`src/hw/rtl/assert_macros.svh`:
```
// Assertion helpers for the block's concurrent checks.
`ifndef ASSERT_MACROS_SVH
`define ASSERT_MACROS_SVH

// Property must hold on every rising clock edge outside reset.
`define ASSERT_ALWAYS(lbl, clk, rstn, prop) \
  lbl: assert property (@(posedge clk) disable iff (!rstn) (prop)) \
    else $error("assertion failed");

// Antecedent on one edge implies consequent on the next.
`define ASSERT_NEXT(lbl, clk, rstn, ante, cons) \
  lbl: assert property (@(posedge clk) disable iff (!rstn) (ante) |=> (cons)) \
    else $error("assertion failed");

`endif

```
`src/hw/rtl/lz4d_pkg.sv`:
```
// ----------------------------------------------------------------------------
// lz4d_pkg
// Shared types and constants of the LZ4 block decoder.
// ----------------------------------------------------------------------------
package lz4d_pkg;

  localparam int unsigned HISTORY_DEPTH = 65536;
  localparam int unsigned HIST_AW       = $clog2(HISTORY_DEPTH);
  localparam int unsigned CMDQ_DEPTH    = 2;

  localparam logic [3:0] NIB_EXT   = 4'd15;
  localparam logic [7:0] BYTE_EXT  = 8'd255;
  localparam logic [3:0] MIN_MATCH = 4'd4;

  typedef enum logic [1:0] {
    CMD_START = 2'd0,
    CMD_BYTE  = 2'd1,
    CMD_TICK  = 2'd2,
    CMD_NOP   = 2'd3
  } cmd_e;

  typedef enum logic [2:0] {
    ERR_NONE       = 3'd0,
    ERR_TRUNC_LIT  = 3'd1,
    ERR_LIT_OVR    = 3'd2,
    ERR_OUT_OVF    = 3'd3,
    ERR_TRUNC_OFF  = 3'd4,
    ERR_BAD_OFF    = 3'd5,
    ERR_TRUNC_MLEN = 3'd6,
    ERR_SIZE       = 3'd7
  } err_e;

  // Classified command passed from front to back.
  typedef struct packed {
    cmd_e        kind;
    logic [7:0]  data;
    logic        last;
    logic [31:0] size;
  } cmd_t;

endpackage

```
`src/hw/rtl/lz4d_front.sv`:
```
// ----------------------------------------------------------------------------
// lz4d_front
// Accepts commands, classifies them and queues them for the back end.
// ----------------------------------------------------------------------------
module lz4d_front import lz4d_pkg::*; (
  input  logic        clk_i,
  input  logic        rst_ni,
  input  logic        in_valid_i,
  output logic        in_ready_o,
  input  logic [1:0]  cmd_i,
  input  logic [7:0]  data_byte_i,
  input  logic        is_last_i,
  input  logic [31:0] expected_size_i,
  output logic        q_valid_o,
  output cmd_t        q_cmd_o,
  input  logic        q_pop_i
);

  localparam int unsigned PW = $clog2(CMDQ_DEPTH);

  cmd_t         slot_q [CMDQ_DEPTH];
  logic [PW-1:0] wptr_q, rptr_q;
  logic [PW:0]   cnt_q;
  cmd_t          cls;
  logic          push, pop;

  always_comb begin
    cls.data = data_byte_i;
    cls.last = is_last_i;
    cls.size = expected_size_i;
    case (cmd_i)
      CMD_START: cls.kind = CMD_START;
      CMD_BYTE:  cls.kind = CMD_BYTE;
      CMD_TICK:  cls.kind = CMD_TICK;
      default:   cls.kind = CMD_NOP;
    endcase
  end

  assign in_ready_o = (cnt_q != (PW+1)'(CMDQ_DEPTH));
  assign push       = in_valid_i && in_ready_o;
  assign q_valid_o  = (cnt_q != '0);
  assign pop        = q_pop_i && q_valid_o;
  assign q_cmd_o    = slot_q[rptr_q];

  always_ff @(posedge clk_i) begin
    if (push) begin
      slot_q[wptr_q] <= cls;
    end
  end

  always_ff @(posedge clk_i or negedge rst_ni) begin
    if (!rst_ni) begin
      wptr_q <= '0;
      rptr_q <= '0;
      cnt_q  <= '0;
    end else begin
      if (push) wptr_q <= wptr_q + PW'(1);
      if (pop)  rptr_q <= rptr_q + PW'(1);
      cnt_q <= cnt_q + (PW+1)'(push) - (PW+1)'(pop);
    end
  end

endmodule

```
`config.mk`:
```
export PLATFORM = sky130hd
export DESIGN_NAME = lz4d_front
export DESIGN_NICKNAME = d
export VERILOG_FILES = /design/src/hw/rtl/assert_macros.svh /design/src/hw/rtl/lz4d_pkg.sv /design/src/hw/rtl/lz4d_front.sv
export SDC_FILE = /design/constraint.sdc
export NUM_CORES = 1
export LEC_CHECK = 0
export ABC_AREA = 1
export BUFFER_PORTS_ARGS = -buffer_cell sky130_fd_sc_hd__buf_2
export CORE_UTILIZATION = 52
export CTS_CLUSTER_DIAMETER = 50
export DETAILED_ROUTE_END_ITERATION = 10
export PLACE_DENSITY_LB_ADDON = 0.2
export SYNTH_ARGS = -nofsm -noshare
export SYNTH_HDL_FRONTEND = slang
export SYNTH_SLANG_ARGS = --single-unit
```
`constraint.sdc`:
```
create_clock -name clk_i -period 3.8 [get_ports clk_i]
set_input_delay 0 -clock clk_i [delete_from_list [all_inputs] [get_ports clk_i]]
set_output_delay 0 -clock clk_i [all_outputs]
set_load 0.01 [all_outputs]
```
Yosys cells after proc, flatten, opt, wreduce, memory -nomap -nowiden --
Memory sizes are Yosys's and may differ from the RTL's. Index checks and enable logic that the tools add are counted.
Word-level totals: register bits after elaboration 4, bits in writable memories 86, input port bits 47, output and inout bits 45, logic and storage cells 18, memories kept 1
Cells by class: add/subtract/negate cells 4, eq/ne operators 3, muxes and demuxes 3, reduce and logical (&&, ||, !) cells 4
Memory list:
- slot_q | depth 2, bits a word 43, rd ports 1, clocked after memory_dff 0, write ports 1, line lz4d_front.sv:21 | cmd_t slot_q [CMDQ_DEPTH];
Operator list (number):
- $pmux 2 s3 | 1
- $add 1x1->1 const B | 2
- $add 2x1->2 | 1
- $eq 2x1->1 const B | 1
- $eq 2x2->1 const B | 1
- $logic_and 1x1->1 | 2
- $logic_not 2->1 | 1
- $mux 1 | 2
- $ne 2x2->1 const B | 1
- $reduce_bool 2->1 | 1
- $sub 2x1->2 | 1

Logic depth before layout (Yosys ltp) --
Gate-level depths: netlist of the first run.
depth in word-level cells 4, gate-level depth with buffers 12, depth with buffers taken out 12

Least setup slack after synthesis of the first run --
OpenSTA, ideal clock, no wires.
kind reg2reg, from register cnt_q[1], to memory slot_q[0][0] (netlist name), enable pin, setup time 443 ps, arrival 2438 ps, data required time 3357 ps, slack 918 ps, stages on the path, launching flop included 4, buffers on the path 0, period minus slack after synthesis 2882 ps, cells stage by stage dfrtp_1 > nand2_2 > nand2_2 > nor2_1
On the way: word-level cells in the longest chain between the ends 4
RTL lines:
- start: declaration | line lz4d_front.sv:23 | logic [PW:0] cnt_q;
- start signal: assignment | line lz4d_front.sv:59 | cnt_q <= cnt_q + (PW+1)'(push) - (PW+1)'(pop);
- $ne 2x2->1 | line lz4d_front.sv:39 | assign in_ready_o = (cnt_q != (PW+1)'(CMDQ_DEPTH));
- named net in_ready_o | line lz4d_front.sv:9 | output logic in_ready_o,
- $logic_and 1x1->1 | line lz4d_front.sv:40 | assign push = in_valid_i && in_ready_o;
- $mux 1 | line lz4d_front.sv:46 | if (push) begin
- $mux 1 (not written as such) | line lz4d_front.sv:47 | slot_q[wptr_q] <= cls;
- end: declaration | line lz4d_front.sv:21
The timed path passes the listed nets, and every way through them passes these cells.

==> results of run 1 <==
==> registers in the layout, summed over array words and instances, names as in the netlist <==
signal  flops
cnt_q       2
rptr_q      1
slot_q     86
wptr_q      1
==> synthesized netlist by cell type <==
cell type / number
a21oi_1: 1
clkbuf_1: 2
inv_4: 1
nor2_2: 1
dfrtp_1: 4
nor2_1: 4
inv_1: 7
buf_2: 4
xor2_1: 1
nand2_1: 136
ha_1: 1
buf_6: 4
o21ai_1: 1
nand2_2: 2
buf_4: 1
edfxtp_1: 86
nand3_1: 2
==> layout make-up <==
| class | count | share of cell area |
|---|---|---|
| clock buffers | 11 | 0.03083 |
| clock inverters | 5 | 0.02237 |
| inverters | 8 | 0.007094 |
| multi-input cells | 149 | 0.1304 |
| flip-flops and latches | 90 | 0.5853 |
| well taps | 77 | 0.02101 |
| repair buffers | 139 | 0.2030 |
==> worst reg2reg max path: cells and delay by family, from the launching register on <==
family	cells	cell delay, ps
simple gates	3	810
buf+inv	1	400
flops	1	440
==> per-stage QoR <==
step | utilization | setup WS (ps) | instance area [um^2] | cells | power (mW)
detailed placement | 0.6147 | 1800 | 3881 | 417 | 2.482
global placement | 0.6147 | 1862 | 3881 | 417 | 2.456
global route | 0.7263 | 1602 | 4586 | 479 | 3.463
finish | 0.7263 | 1780 | 4586 | 479 | 3.243
CTS | 0.7263 | 1730 | 4586 | 479 | 3.274
floorplan | - | 918.2 | 3381 | 258 | 2.113
==> layer usage <==
layer,GRT usage,part of all wire
met4,0.1121,0.016
met3,0.04176,0.056
met2,0.3331,0.51
met5,0,0
met1,0.2238,0.42
==> logic make-up (layout without fill, tap and decap cells) <==
| family | Yosys count | in the layout | synth area share |
|---|---|---|---|
| simple gates | 145 | 145 | 0.1640 |
| flops | 90 | 90 | 0.7935 |
| buf+inv | 19 | 163 | 0.03331 |
| compound gates | 2 | 2 | 0.002958 |
| fa+ha+maj | 1 | 1 | 0.003700 |
| xor+xnor | 1 | 1 | 0.002591 |
==> worst paths after layout <==
path / to / depth (start not counted) / slack [ps]
setup / recovery: q_cmd_o[3] / 4 / 1780
hold / removal: rptr_q$_DFFE_PN0P_ / 3 / 20
setup reg to reg: slot_q[1][28]$_DFFE_PP_ / 4 / 1830
hold reg to reg: cnt_q[0]$_DFF_PN0_ / 1 / 580
max in group asynchronous: rptr_q$_DFFE_PN0P_ / 3 / 3030
min in group asynchronous: rptr_q$_DFFE_PN0P_ / 3 / 580
==> where the power goes <==
group | internal [mW] | leakage (nW) | total (mW) | switching, mW
clock network | 0.454 | 0.120 | 0.764 | 0.310
registers | 1.35 | 0.844 | 1.49 | 0.136
logic | 0.366 | 1.04 | 0.989 | 0.623
total | 2.17 | 2.00 | 3.24 | 1.07
==> impl_metrics.tcl, run 1 <==
set metrics [dict create \
    run_status "completed" \
    clk_pin_slew_worst_paths_ps 80 \
    fmax_mhz 495.0 \
    syn_area_per_cell_um2 13.10 \
    drt_iter0_drc 96 \
    path_delay_family "flip-flops" \
    hold_viol_final 0 \
    nets 445 \
    min-delay-start "q_pop_i" \
    h-tree-depth 3 \
    io_pins 92 \
    drc 0 \
    cp_slowest_stage_delay_ps 910 \
    ys_seq_elements 90 \
    fp-row-count 29 \
    irDropWorstVdd_uv 407.5 \
    cts_num_sinks 90 \
    antenna_found_initial 0 \
    startpoint "rptr_q$_DFFE_PN0P_" \
    skew_ps 7.640 \
    root_buffer "clkbuf_8" \
    period_share 0.5316 \
    hp-class "in2reg" \
    wl_mm 6.218 \
    grt_pass1_vias 2129 \
    cp.arrival_ps 2020 \
    critPathLaunchType "register" \
    cts_hold_buf 46 \
    worst-slew-pin-transition_ps 809.5 \
    cts_setup_buffers 0 \
    grt-ovfl-total 0 \
    dp_hpwl_mm 3.630 \
    setup_viol 0 \
    grt_pass1_wl_mm 9.384 \
    dieHeight_um 82.63 \
    layout_common_cells "nand2_1, buf_2, edfxtp_1" \
    route.detailed.wl_per_inst_um 12.98 \
    max_cap_violations 0 \
    ant_nets 0 \
    filler_cell_count 448 \
    crit_path_frequent_cell "nand2_1" \
    r2r_start "cnt_q[1]$_DFF_PN0_" \
    cp_cell_sequence "inv_4 > nand2_1 > nand2_1 > buf_2" \
    drt_first_pass_iters 4 \
    layout_commonest_cell "nand2_1" \
    max-slew-margin-rel 0.4603 \
    grt_max_degree 45 \
    cts_made_buffers 9 \
    cts_resized 0 \
    power_density_mw_per_mm2 707.2 \
    die-width_um 82.63 \
    setup_tns_ps 0 \
    seq_area_frac_synth 0.7935 \
    drive_above_1_share 0.2836 \
    place_congestion 0.8403 \
    leakagePower_nw 2.004 \
    n_antenna_cell 0 \
    port-buffer-count 91 \
    synth_cell_types 17 \
    clock_latency_ps 340 \
    hold_ws_ps 16.87 \
    yosysTopAreaCell "edfxtp_1" \
    syn_to_final_growth_pct 35.64 \
    critical_path_peak_fanout 44 \
    fin_crit_ps 2020 \
    multi_input_area_um2 598.1 \
    yosys.area.top_type_share 0.7639 \
    cts_tree "yes" \
    dieArea_mm2 0.006828 \
    end_kind "output pin" \
    slowest_stage "dfrtp_2" \
    ff_latch_area_mm2 0.002684 \
    worstPathRequired_ps 3800 \
    path_buf_inv 2 \
    vias 2282 \
    synth_cells 258 \
    synth.top_cells.by_area "edfxtp_1, nand2_1, dfrtp_1" \
    rsz0062_at_grt "no" \
    ys.warnings.count 0 \
    synth.cell_area_mm2 0.003381 \
    grt.total_usage 0.1936 \
    slew_violations 0 \
    path_class "reg2out" \
    cts_buffer_depth 2 \
    start_util 0.5355 \
    core_area_mm2 0.006314 \
    synth_fp_nets 306 \
    viasPerCell 4.764 \
]
(Power assumes the default switching activity.)
==> inputs of run 2 (changes only) <==
clock period = 2.05 ns   (was 3.8 ns; I/O delays follow)
==> run 2 against run 1 <==
Routed wire length rose by 2.4%. Die area did not move. Power rose by 78%. Non-clock buffer count rose by 3. Register-to-register slack got worse by 1400 ps. Cell count rose by 0.63%. Via count fell by 0.61%. Core utilization fell by 0.38 points. Clock power rose by 45%. Combinational power rose by 100%. Largest cell class unchanged.
==> impl_metrics.tcl, run 2 (same netlist as run 1, synthesis figures left out) <==
set metrics [dict create \
    skew_ps 5.506 \
    slew_violations 0 \
    setup_tns_ps 0 \
    reg.largest.list "slot_q (86), cnt_q (2)" \
    rsz0062_at_grt "no" \
    io_pins 92 \
    h-tree-depth 3 \
    crit_end "slot_q[1][7]$_DFFE_PP_" \
    drive_above_1_share 0.2815 \
    fin_cells 482 \
    syn_to_final_growth_pct 34.94 \
    cts_tree "yes" \
    filler_cell_count 476 \
    drt_iter0_drc 149 \
    largest_register_ffs 86 \
    period_share 0.7846 \
    setup_viol 0 \
    r2r_start "cnt_q[0]$_DFF_PN0_" \
    hold_viol_final 0 \
    grt_max_degree 45 \
    cts_resized 0 \
    layout_common_cells "nand2_1, buf_2, edfxtp_1" \
    start_util 0.5355 \
    drt_first_pass_iters 4 \
    leakagePower_nw 1.997 \
    worst-slew-pin-transition_ps 462.9 \
    clock_latency_ps 340 \
    grt_pass1_vias 2016 \
    power_density_mw_per_mm2 1264 \
    fin_crit_ps 1608 \
    ant_nets 0 \
    grt-ovfl-total 0 \
    cts_buffer_depth 2 \
    place_inst 419 \
    dieHeight_um 82.63 \
    critPathLaunchType "register" \
    place_congestion 0.7598 \
    fmax_mhz 621.7 \
    route.detailed.wl_per_inst_um 13.22 \
    viasPerCell 4.705 \
    irDropWorstVdd_uv 909.1 \
    clk_pin_slew_worst_paths_ps 80 \
    layout_commonest_cell "nand2_1" \
    run_status "completed" \
    grt.total_usage 0.1956 \
    antenna_found_initial 0 \
    die-width_um 82.63 \
    fp-row-count 29 \
    n_antenna_cell 0 \
    drc 0 \
    worstPathRequired_ps 2090 \
    max-slew-margin-rel 0.6914 \
    cts_num_sinks 90 \
    vias 2268 \
    wl_mm 6.370 \
    path_class "reg2reg" \
    root_buffer "clkbuf_8" \
    cts_setup_buffers 0 \
    end_kind "register" \
    grt_pass1_wl_mm 9.280 \
    hp-class "in2reg" \
    cts_hold_buf 47 \
    r2r_slack_ps 440 \
    max_cap_violations 0 \
    port-buffer-count 91 \
    nets 448 \
    startpoint "cnt_q[0]$_DFF_PN0_" \
    r2r_cells 5 \
    cp.arrival_ps 1650 \
    dp_hpwl_mm 3.684 \
    cts_made_buffers 9 \
    critical_path_peak_fanout 34 \
    core_area_mm2 0.006314 \
    dieArea_mm2 0.006828 \
    r2r-end "slot_q[1][7]$_DFFE_PP_" \
    largest_register "slot_q" \
]
-- run 2: cell type report --
class                      instances  area [um^2]  area share
clock buffer                       9        123.9     0.02715
clock inverter                     7        60.06     0.01317
inverter                           8        32.53    0.007131
multi-input combinational        149        598.1      0.1311
sequential                        90         2683      0.5880
tap                               77        96.34     0.02112
timing repair buffer             142        968.4      0.2123
-- run 2: report_power, final --
group          switching, mW  internal (mW)  total (mW)
registers              0.127           2.51        2.63
clock network          0.565          0.548        1.11
logic                   1.30          0.715        2.02
total                   2.00           3.77        5.77
-- run 2: worst min-delay path by stage --
| stage | start | end | slack [ps] | cells past startpoint |
|---|---|---|---|---|
| floorplan | rst_ni | cnt_q[0]$_DFF_PN0_ | -300 | 0 |
| global placement | rst_ni | cnt_q[0]$_DFF_PN0_ | -190 | 1 |
| detailed placement | rst_ni | rptr_q$_DFFE_PN0P_ | -190 | 1 |
| CTS | expected_size_i[7] | slot_q[1][7]$_DFFE_PP_ | 360 | 2 |
| global route | expected_size_i[9] | slot_q[1][9]$_DFFE_PP_ | 370 | 2 |
| finish | data_byte_i[5] | slot_q[1][38]$_DFFE_PP_ | 380 | 2 |
-- run 2: layer usage --
| metal | track usage | part of all wire | wire length, um | vias up |
|---|---|---|---|---|
| met3 | 0.06154 | 0.051 | 326 | 8 |
| met5 | 0 | 0 | 0 | - |
| met1 | 0.2267 | 0.42 | 2680 | 1048 |
| met2 | 0.3430 | 0.51 | 3275 | 73 |
| li1 | - | - | - | 1139 |
| met4 | 0.06724 | 0.014 | 89 | 0 |
-- run 2: stage by stage --
step                  util  area [um^2]  setup WS [ps]  power (mW)  hold WS (ps)
floorplan                -         3393          333.7       3.922        -295.6
global placement    0.6189         3908          513.8       4.594        -190.3
detailed placement  0.6189         3908          475.5       4.641        -187.9
CTS                 0.7226         4562          460.0       5.816         361.4
global route        0.7226         4562          351.2       6.179         366.7
finish              0.7226         4562          441.6       5.766         378.6
-- run 2: worst max-delay path, cell delays in order (launching register included) --
cell and delay, ps:
dfrtp_1 420, inv_1 70, nand2_2 90, nand2_2 110, nor2_4 320, buf_12 270
